--- config.mk ---
export PLATFORM = sky130hd
export DESIGN_NAME = two_input_cellular_automaton_unit
export DESIGN_NICKNAME = d
export VERILOG_FILES = /design/src/rtl/cau_pkg.sv /design/src/rtl/cau_gen.sv /design/src/rtl/cau_out_buf.sv /design/src/rtl/two_input_cellular_automaton_unit.sv
export SDC_FILE = /design/constraint.sdc
export NUM_CORES = 1
export LEC_CHECK = 0
export ABC_AREA = 1
export ABC_CLOCK_PERIOD_IN_PS = 24000
export BUFFER_PORTS_ARGS = -buffer_cell sky130_fd_sc_hd__buf_4
export CELL_PAD_IN_SITES_DETAIL_PLACEMENT = 1
export CELL_PAD_IN_SITES_GLOBAL_PLACEMENT = 2
export CORE_ASPECT_RATIO = 0.75
export CORE_MARGIN = 3
export CORE_UTILIZATION = 40
export CTS_BUF_LIST = sky130_fd_sc_hd__clkbuf_4 sky130_fd_sc_hd__clkbuf_8
export CTS_CLUSTER_SIZE = 28
export DETAILED_ROUTE_END_ITERATION = 7
export PLACE_DENSITY = 0.95
export SKIP_CTS_REPAIR_TIMING = 1
export SLEW_MARGIN = 20
export SYNTH_ARGS = -nofsm -noshare
export SYNTH_HDL_FRONTEND = slang
export SYNTH_SLANG_ARGS = --single-unit
--- constraint.sdc ---
create_clock -name i_clk -period 24 [get_ports i_clk]
set_input_delay 1.2 -clock i_clk [delete_from_list [all_inputs] [get_ports i_clk]]
set_output_delay 1.2 -clock i_clk [all_outputs]
set_load 0.05 [all_outputs]
--- src/rtl/cau_pkg.sv ---
`default_nettype none

package cau_pkg;

    // fixed field widths
    localparam int ROW_W      = 64;
    localparam int GEN_W      = 32;
    localparam int PULSE_W    = 16;
    localparam int RULE_W     = 4;
    localparam int CFG_IDX_W  = 2;
    localparam int CFG_DATA_W = 32;

    // default row length
    localparam int CELLS_DEF  = 64;

    // reset values of the configuration registers
    localparam logic [RULE_W-1:0]  RULE_RESET      = 4'd1;
    localparam logic               MODE_RESET      = 1'b1;
    localparam logic [PULSE_W-1:0] PERIOD_RESET    = 16'd0;
    localparam logic [GEN_W-1:0]   SNAP_GEN_RESET  = 32'd1000;

    // configuration register indexes
    typedef enum logic [CFG_IDX_W-1:0] {
        CFG_RULE_BITS     = 2'd0,
        CFG_NEIGHBOR_MODE = 2'd1,
        CFG_PULSE_PERIOD  = 2'd2,
        CFG_SNAPSHOT_GEN  = 2'd3
    } t_cfg_idx;

    // item opcodes
    typedef enum logic {
        OP_LOAD = 1'b0,
        OP_STEP = 1'b1
    } t_opcode;

    // neighbor modes
    localparam logic MODE_SELF_LEFT  = 1'b0;
    localparam logic MODE_LEFT_RIGHT = 1'b1;

    typedef struct packed {
        logic [RULE_W-1:0]  rule_bits;
        logic               neighbor_mode;
        logic [PULSE_W-1:0] pulse_period;
        logic [GEN_W-1:0]   snapshot_gen;
    } t_cfg;

    typedef struct packed {
        logic [GEN_W-1:0]   generation;
        logic [PULSE_W-1:0] pulse_count;
        logic               found;
        logic [GEN_W-1:0]   found_gen;
    } t_ctr;

    typedef struct packed {
        logic [ROW_W-1:0] row_cells;
        logic [GEN_W-1:0] generation_count;
        logic             cycle_found;
        logic [GEN_W-1:0] cycle_generation;
    } t_result;

endpackage

`default_nettype wire

--- src/rtl/cau_gen.sv ---
`default_nettype none

module cau_gen #(
    parameter int CELLS = cau_pkg::CELLS_DEF
) (
    input  wire cau_pkg::t_cfg       i_cfg,
    input  wire logic                i_opcode,
    input  wire logic [CELLS-1:0]    i_seed,
    input  wire logic [CELLS-1:0]    i_cells,
    input  wire logic [CELLS-1:0]    i_snapshot,
    input  wire cau_pkg::t_ctr       i_ctr,
    output logic [CELLS-1:0]         o_cells,
    output logic [CELLS-1:0]         o_snapshot,
    output cau_pkg::t_ctr            o_ctr,
    output cau_pkg::t_result         o_result
);

    logic [cau_pkg::GEN_W-1:0]   gen_inc;
    logic [cau_pkg::PULSE_W-1:0] pulse_inc;
    logic                        pulse_hit;
    logic [CELLS-1:0]            prev_row;
    wire logic [CELLS-1:0]       step_row;

    // pulse counter and cell 0 inversion
    assign gen_inc   = i_ctr.generation + 1'b1;
    assign pulse_inc = i_ctr.pulse_count + 1'b1;
    assign pulse_hit = (i_cfg.pulse_period != '0) && (pulse_inc >= i_cfg.pulse_period);

    always_comb begin
        prev_row    = i_cells;
        prev_row[0] = i_cells[0] ^ pulse_hit;
    end

    // cell rule, cells 1 and up in parallel; cell 0 passes through
    assign step_row[0] = prev_row[0];

    for (genvar gi = 1; gi < CELLS; gi++) begin : g_cell
        if (gi == CELLS - 1) begin : g_last
            // last cell is held in the left/right mode
            assign step_row[gi] =
                (i_cfg.neighbor_mode == cau_pkg::MODE_LEFT_RIGHT) ? prev_row[gi] :
                i_cfg.rule_bits[{prev_row[gi], prev_row[gi-1]}];
        end else begin : g_mid
            assign step_row[gi] =
                (i_cfg.neighbor_mode == cau_pkg::MODE_LEFT_RIGHT) ?
                i_cfg.rule_bits[{prev_row[gi-1], prev_row[gi+1]}] :
                i_cfg.rule_bits[{prev_row[gi], prev_row[gi-1]}];
        end
    end

    // next state: load or step with snapshot and cycle check
    always_comb begin
        o_cells    = i_cells;
        o_snapshot = i_snapshot;
        o_ctr      = i_ctr;
        if (i_opcode == cau_pkg::OP_LOAD) begin
            o_cells           = i_seed;
            o_ctr.generation  = '0;
            o_ctr.pulse_count = '0;
            o_ctr.found       = 1'b0;
            o_ctr.found_gen   = '0;
        end else begin
            o_cells          = step_row;
            o_ctr.generation = gen_inc;
            if (pulse_hit || (i_cfg.pulse_period == '0)) begin
                o_ctr.pulse_count = '0;
            end else begin
                o_ctr.pulse_count = pulse_inc;
            end
            if ((gen_inc >= i_cfg.snapshot_gen) && !i_ctr.found) begin
                if (gen_inc == i_cfg.snapshot_gen) begin
                    o_snapshot = step_row;
                end else if (i_snapshot == step_row) begin
                    o_ctr.found     = 1'b1;
                    o_ctr.found_gen = gen_inc;
                end
            end
        end
    end

    // result item, row zero-extended to the port width
    always_comb begin
        o_result                      = '0;
        o_result.row_cells[CELLS-1:0] = o_cells;
        o_result.generation_count     = o_ctr.generation;
        o_result.cycle_found          = o_ctr.found;
        o_result.cycle_generation     = o_ctr.found_gen;
    end

endmodule

`default_nettype wire

--- src/rtl/cau_out_buf.sv ---
`default_nettype none

module cau_out_buf (
    input  wire logic             i_clk,
    input  wire logic             i_rst_n,
    input  wire logic             i_push,
    input  wire cau_pkg::t_result i_data,
    output logic                  o_full,
    output logic                  o_valid,
    output cau_pkg::t_result      o_data,
    input  wire logic             i_stall
);

    logic             r_main_valid;
    logic             r_skid_valid;
    cau_pkg::t_result r_main;
    cau_pkg::t_result r_skid;
    logic             pop;

    assign pop     = r_main_valid && !i_stall;
    assign o_full  = r_skid_valid;
    assign o_valid = r_main_valid;
    assign o_data  = r_main;

    // control: main slot and skid slot
    always_ff @(posedge i_clk) begin
        if (!i_rst_n) begin
            r_main_valid <= 1'b0;
            r_skid_valid <= 1'b0;
        end else if (pop) begin
            if (r_skid_valid) begin
                r_skid_valid <= 1'b0;
            end else begin
                r_main_valid <= i_push;
            end
        end else if (i_push) begin
            if (r_main_valid) begin
                r_skid_valid <= 1'b1;
            end else begin
                r_main_valid <= 1'b1;
            end
        end
    end

    // payload
    always_ff @(posedge i_clk) begin
        if (pop) begin
            if (r_skid_valid) begin
                r_main <= r_skid;
            end else if (i_push) begin
                r_main <= i_data;
            end
        end else if (i_push) begin
            if (r_main_valid) begin
                r_skid <= i_data;
            end else begin
                r_main <= i_data;
            end
        end
    end

endmodule

`default_nettype wire

--- src/rtl/two_input_cellular_automaton_unit.sv ---
`default_nettype none

// channel  direction  handshake                 payload
// in       input      i_in_valid / o_in_stall   i_opcode, i_seed_row
// out      output     o_out_valid / i_out_stall o_row_cells, o_generation_count, o_cycle_*
// cfg      input      i_cfg_valid / o_cfg_ready i_cfg_index, i_cfg_data
//
// one item per cycle sustained while the output is not stalled; a result passes the
// input register, then one pass of next-row logic into the result buffer, before it
// is valid at the output
// synchronous active-low reset loads configuration defaults, clears row state and all valids
// the result buffer has two slots, so a stalled output holds one finished result
// while the next item still completes; o_in_stall rises only when both are full
// configuration writes are always taken (o_cfg_ready is tied high)

module two_input_cellular_automaton_unit #(
    parameter int CELLS = cau_pkg::CELLS_DEF
) (
    input  wire logic                             i_clk,
    input  wire logic                             i_rst_n,
    input  wire logic                             i_in_valid,
    output logic                                  o_in_stall,
    input  wire logic                             i_opcode,
    input  wire logic [cau_pkg::ROW_W-1:0]        i_seed_row,
    output logic                                  o_out_valid,
    input  wire logic                             i_out_stall,
    output logic [cau_pkg::ROW_W-1:0]             o_row_cells,
    output logic [cau_pkg::GEN_W-1:0]             o_generation_count,
    output logic                                  o_cycle_found,
    output logic [cau_pkg::GEN_W-1:0]             o_cycle_generation,
    input  wire logic                             i_cfg_valid,
    output logic                                  o_cfg_ready,
    input  wire logic [cau_pkg::CFG_IDX_W-1:0]    i_cfg_index,
    input  wire logic [cau_pkg::CFG_DATA_W-1:0]   i_cfg_data
);

    cau_pkg::t_cfg    r_cfg;
    logic             r_in_valid;
    logic             r_in_opcode;
    logic [CELLS-1:0] r_in_seed;
    logic [CELLS-1:0] r_cells;
    logic [CELLS-1:0] r_snapshot;
    cau_pkg::t_ctr    r_ctr;

    logic [CELLS-1:0] n_cells;
    logic [CELLS-1:0] n_snapshot;
    cau_pkg::t_ctr    n_ctr;
    cau_pkg::t_result gen_result;
    cau_pkg::t_result out_data;
    logic             buf_full;
    logic             fire;
    logic             in_xfer;

    assign o_cfg_ready = 1'b1;
    assign o_in_stall  = r_in_valid && buf_full;
    assign fire        = r_in_valid && !buf_full;
    assign in_xfer     = i_in_valid && !o_in_stall;

    // configuration registers
    always_ff @(posedge i_clk) begin
        if (!i_rst_n) begin
            r_cfg.rule_bits     <= cau_pkg::RULE_RESET;
            r_cfg.neighbor_mode <= cau_pkg::MODE_RESET;
            r_cfg.pulse_period  <= cau_pkg::PERIOD_RESET;
            r_cfg.snapshot_gen  <= cau_pkg::SNAP_GEN_RESET;
        end else if (i_cfg_valid && o_cfg_ready) begin
            case (cau_pkg::t_cfg_idx'(i_cfg_index))
                cau_pkg::CFG_RULE_BITS:
                    r_cfg.rule_bits <= i_cfg_data[cau_pkg::RULE_W-1:0];
                cau_pkg::CFG_NEIGHBOR_MODE:
                    r_cfg.neighbor_mode <= i_cfg_data[0];
                cau_pkg::CFG_PULSE_PERIOD:
                    r_cfg.pulse_period <= i_cfg_data[cau_pkg::PULSE_W-1:0];
                cau_pkg::CFG_SNAPSHOT_GEN:
                    r_cfg.snapshot_gen <= i_cfg_data[cau_pkg::GEN_W-1:0];
                default: ;
            endcase
        end
    end

    // input register
    always_ff @(posedge i_clk) begin
        if (!i_rst_n) begin
            r_in_valid <= 1'b0;
        end else if (!o_in_stall) begin
            r_in_valid <= i_in_valid;
        end
    end

    always_ff @(posedge i_clk) begin
        if (in_xfer) begin
            r_in_opcode <= i_opcode;
            r_in_seed   <= i_seed_row[CELLS-1:0];
        end
    end

    // next row and counters
    cau_gen #(
        .CELLS (CELLS)
    ) u_gen (
        .i_cfg      (r_cfg),
        .i_opcode   (r_in_opcode),
        .i_seed     (r_in_seed),
        .i_cells    (r_cells),
        .i_snapshot (r_snapshot),
        .i_ctr      (r_ctr),
        .o_cells    (n_cells),
        .o_snapshot (n_snapshot),
        .o_ctr      (n_ctr),
        .o_result   (gen_result)
    );

    // automaton state
    always_ff @(posedge i_clk) begin
        if (!i_rst_n) begin
            r_cells    <= '0;
            r_snapshot <= '0;
            r_ctr      <= '0;
        end else if (fire) begin
            r_cells    <= n_cells;
            r_snapshot <= n_snapshot;
            r_ctr      <= n_ctr;
        end
    end

    // result buffer
    cau_out_buf u_out_buf (
        .i_clk   (i_clk),
        .i_rst_n (i_rst_n),
        .i_push  (fire),
        .i_data  (gen_result),
        .o_full  (buf_full),
        .o_valid (o_out_valid),
        .o_data  (out_data),
        .i_stall (i_out_stall)
    );

    assign o_row_cells        = out_data.row_cells;
    assign o_generation_count = out_data.generation_count;
    assign o_cycle_found      = out_data.cycle_found;
    assign o_cycle_generation = out_data.cycle_generation;

endmodule

`default_nettype wire
==> impl_metrics.py <==
metrics = {
    "status": {
        "status": "completed",
    },
    "synthesis": {
        "synth-seq-cells": 588,
        "synth_ff_type": "edfxtp_1",
        "yosys.area_share.simple_pct": 23.51,
        "synth_largest_area_cell": "edfxtp_1",
        "syn_inst": 3633,
        "yosysTopAreaCellShare_pct": 32.92,
        "synth_area_sq_um": 29470,
        "synthesis.nets": 3787,
        "synth_area_per_cell_sq_um": 8.111,
        "synthMuxAreaShare_pct": 0.03397,
        "synthArstFlopShare_pct": 0,
        "synth_top_family_by_area": "simple AND/OR/NAND/NOR gates",
        "synth-xor-area-share_pct": 1.159,
        "synthAdderAreaFrac_pct": 2.123,
        "yosysSeqAreaShare_pct": 50.92,
        "ys_warn_count": 0,
        "ys_top_cells_by_area": "edfxtp_1, dfxtp_1, nand2_1",
        "ys_types": 44,
        "synth_compound_gate_area_share_pct": 12.72,
        "synth_edf_count": 323,
    },
    "worst_setup_path": {
        "cp-start-kind": "flop",
        "regToRegStartpoint": "r_ctr[49]",
        "critPathCaptureType": "flop",
        "startpoint": "r_ctr[49]",
        "critPathRequiredTime_ns": 24.65,
        "ff2ff_path_depth": 28,
        "worstPathMaxFanout": 102,
        "arrival_ns": 6.35,
        "slowest_delay_ns": 0.82,
        "slowest_stage": "buf_4",
        "path_class": "flop to flop",
        "r2r_setup_slack_ns": 18.29,
        "crit_top_cell": "nand2_1",
    },
    "sta": {
        "max_freq_ghz": 0.1752,
        "hold_ws_ns": 0.4710,
        "setup_viol": 0,
        "post-route-period-util_pct": 23.78,
        "final_max_slew_viol_count": 0,
        "min_period_ns": 5.707,
        "hold_violations": 0,
        "setup_tns_ns": 0,
        "fin_skew_ns": 0.04139,
        "relSlewSlack_pct": 27.68,
        "worst_pin_slew_ns": 1.078,
        "rsz0062_at_grt": "false",
    },
    "cts": {
        "cts_buffers": 95,
        "cts.sinks": 588,
        "clock_path_buffers": 3,
        "htreeDepth": 3,
        "clk_pin_slew_ns": 0.06,
        "root_buffer": "clkbuf_8",
        "cts_tree": "done",
        "worstSkewPairLatency_ns": 0.73,
    },
    "global_route": {
        "grt_pass1_vias": 25130,
        "grt_max_degree": 156,
        "track_usage_pct": 24.26,
        "antenna_found_initial": 7,
        "grt_pass1_wl_microns": 147400,
        "grt.overflow.total": 0,
    },
    "routing": {
        "via_per_inst": 5.331,
        "vias": 25840,
        "route.detailed.drc": 0,
        "routed_wl_microns": 95440,
        "first_iter_violations": 2443,
        "drtPass1Iterations": 5,
        "routedWlPerCell_microns": 19.70,
        "ant_nets": 0,
    },
    "place": {
        "dp.cells": 4667,
        "gp_congestion": 0.8653,
        "dp_hpwl_microns": 65810,
        "place.port_buffers": 234,
    },
    "cells_and_area": {
        "instances_no_fill": 4846,
        "drive_above_1_share_pct": 13.56,
        "final_util_pct": 46.68,
        "fillCellCount": 8816,
        "synthToLayoutAreaGrowth_pct": 14.56,
        "layout.nets": 3961,
    },
    "floorplanning": {
        "die_height_microns": 241.1,
        "core_area_sq_um": 72320,
        "fp.dieW_microns": 319.4,
        "start_util_pct": 40.75,
        "fp-row-count": 85,
        "ios": 236,
        "dieArea_sq_um": 76990,
    },
    "power": {
        "p_int_mw": 1.730,
        "p_leak_nw": 14.05,
        "p_clk_share_pct": 37.6,
        "p_seq_share_pct": 46.2,
        "cellPowerDensity_nw_per_um2": 73.77,
        "fin_total_pwr_mw": 2.490,
        "sw_frac_of_total_pct": 30.50,
        "switching_power_uw": 759.6,
        "power_frac_comb_pct": 16.2,
        "peakVddDrop_mv": 0.03586,
    },
    "flow_run": {
        "cap_violations": 0,
    },
    "worst_hold_path": {
        "whs_path_depth": 2,
        "min_from": "r_cfg[2]",
        "hold_path.class": "flop to flop",
    },
}
sequential cells by signal, summed over array words and instances (netlist names):
register / flops
u_out_buf.o_data: 129
u_out_buf.r_skid: 129
r_ctr: 81
r_cells: 64
r_in_seed: 64
r_snapshot: 64
r_cfg: 53
r_in_opcode: 1
r_in_valid: 1
u_out_buf.o_full: 1
u_out_buf.o_valid: 1
worst paths after layout:
kind / end
worst min-delay path: r_cfg[2]
worst max-delay path: r_snapshot[37]
worst min register to register: r_cfg[2]
worst max register to register: r_snapshot[37]
kinds of logic after synthesis:
family,Yosys count
AO/OA/AOI/OAI,740
buffers and inverters,672
flip-flops,588
multiplexers,1
adder cells (fa/ha/maj),50
AND/OR/NAND/NOR,1542
other,1
XOR/XNOR,39
cells in the final DEF, fill, tap and decap left out, types with 5 or more instances in the layout:
cell type	count
clkbuf_4	40
inv_1	480
clkinv_1	8
nand4_1	53
nand3_2	34
nor4_1	7
nand2_1	761
nor2_2	8
xor2_1	34
nand2_2	30
a21oi_1	336
ha_1	50
nand3_1	452
nor2_1	163
nand3b_1	13
buf_4	261
nor2_4	5
dfxtp_2	5
xnor2_1	5
dfxtp_1	260
clkinv_2	10
o21ai_0	388
nor3_1	7
edfxtp_1	323
clkbuf_8	113
layout make-up:
type	count	area, sq um	share of cell area [%]
clock inverter	23	177.7	0.5263
antenna	3	7.507	0.02224
sequential	588	15010	44.47
clock buffer	153	1856	5.497
inverter	487	1832	5.426
multi-input combinational	2373	11700	34.65
timing repair buffer	262	1979	5.864
tap	957	1197	3.547
synthesized netlist by cell type, types with 2 or more instances:
| cell | instances |
|---|---|
| nand2_1 | 761 |
| inv_1 | 480 |
| nand3_1 | 452 |
| o21ai_0 | 389 |
| a21oi_1 | 336 |
| edfxtp_1 | 323 |
| dfxtp_1 | 265 |
| nor2_1 | 167 |
| clkbuf_1 | 118 |
| nand4_1 | 53 |
| ha_1 | 50 |
| nand3_2 | 34 |
| xor2_1 | 34 |
| nand2_2 | 30 |
| buf_6 | 28 |
| buf_2 | 19 |
| buf_4 | 13 |
| nand3b_1 | 13 |
| nor2_2 | 8 |
| buf_1 | 7 |
| nor3_1 | 7 |
| nor4_1 | 7 |
| inv_2 | 5 |
| xnor2_1 | 5 |
| a211oi_1 | 4 |
| or2_2 | 3 |
| a21boi_0 | 2 |
| a31oi_1 | 2 |
| nor3b_1 | 2 |
| o211ai_1 | 2 |
layer usage:
metal | track usage, % | wire [microns]
met1 | 38.19 | 48890
met2 | 33.65 | 38130
met3 | 4.787 | 6549
met4 | 5.835 | 1807
met5 | 0 | 64
power groups by stage:
stage	registers, mW	clock network (mW)	logic (mW)
final	1.15	0.935	0.404
after CTS	1.15	0.956	0.402
after detailed placement	1.17	0	0.400
after floorplan	1.21	0	0.225
after global routing	1.15	1.00	0.449
after global placement	1.17	0	0.389
through the flow:
step	worst slack [ns]	area, sq um
after global routing	17.60	33760
after detailed placement	18.38	31720
after global placement	18.70	31720
after CTS	18.34	33750
final	18.29	33760
after floorplan	12.57	29470
worst max-delay path: cells and delay by family (launching register included):
kind | cells | cell delay [ns]
and+or+nand+nor | 18 | 2.31
buffers and inverters | 3 | 1.32
DFF | 1 | 0.43
adders and majority gates | 2 | 0.53
xor gates and xnor gates | 1 | 0.30
AOI/OAI and AO/OA | 4 | 0.65
Note: power is estimated with default switching activity, not from simulation.
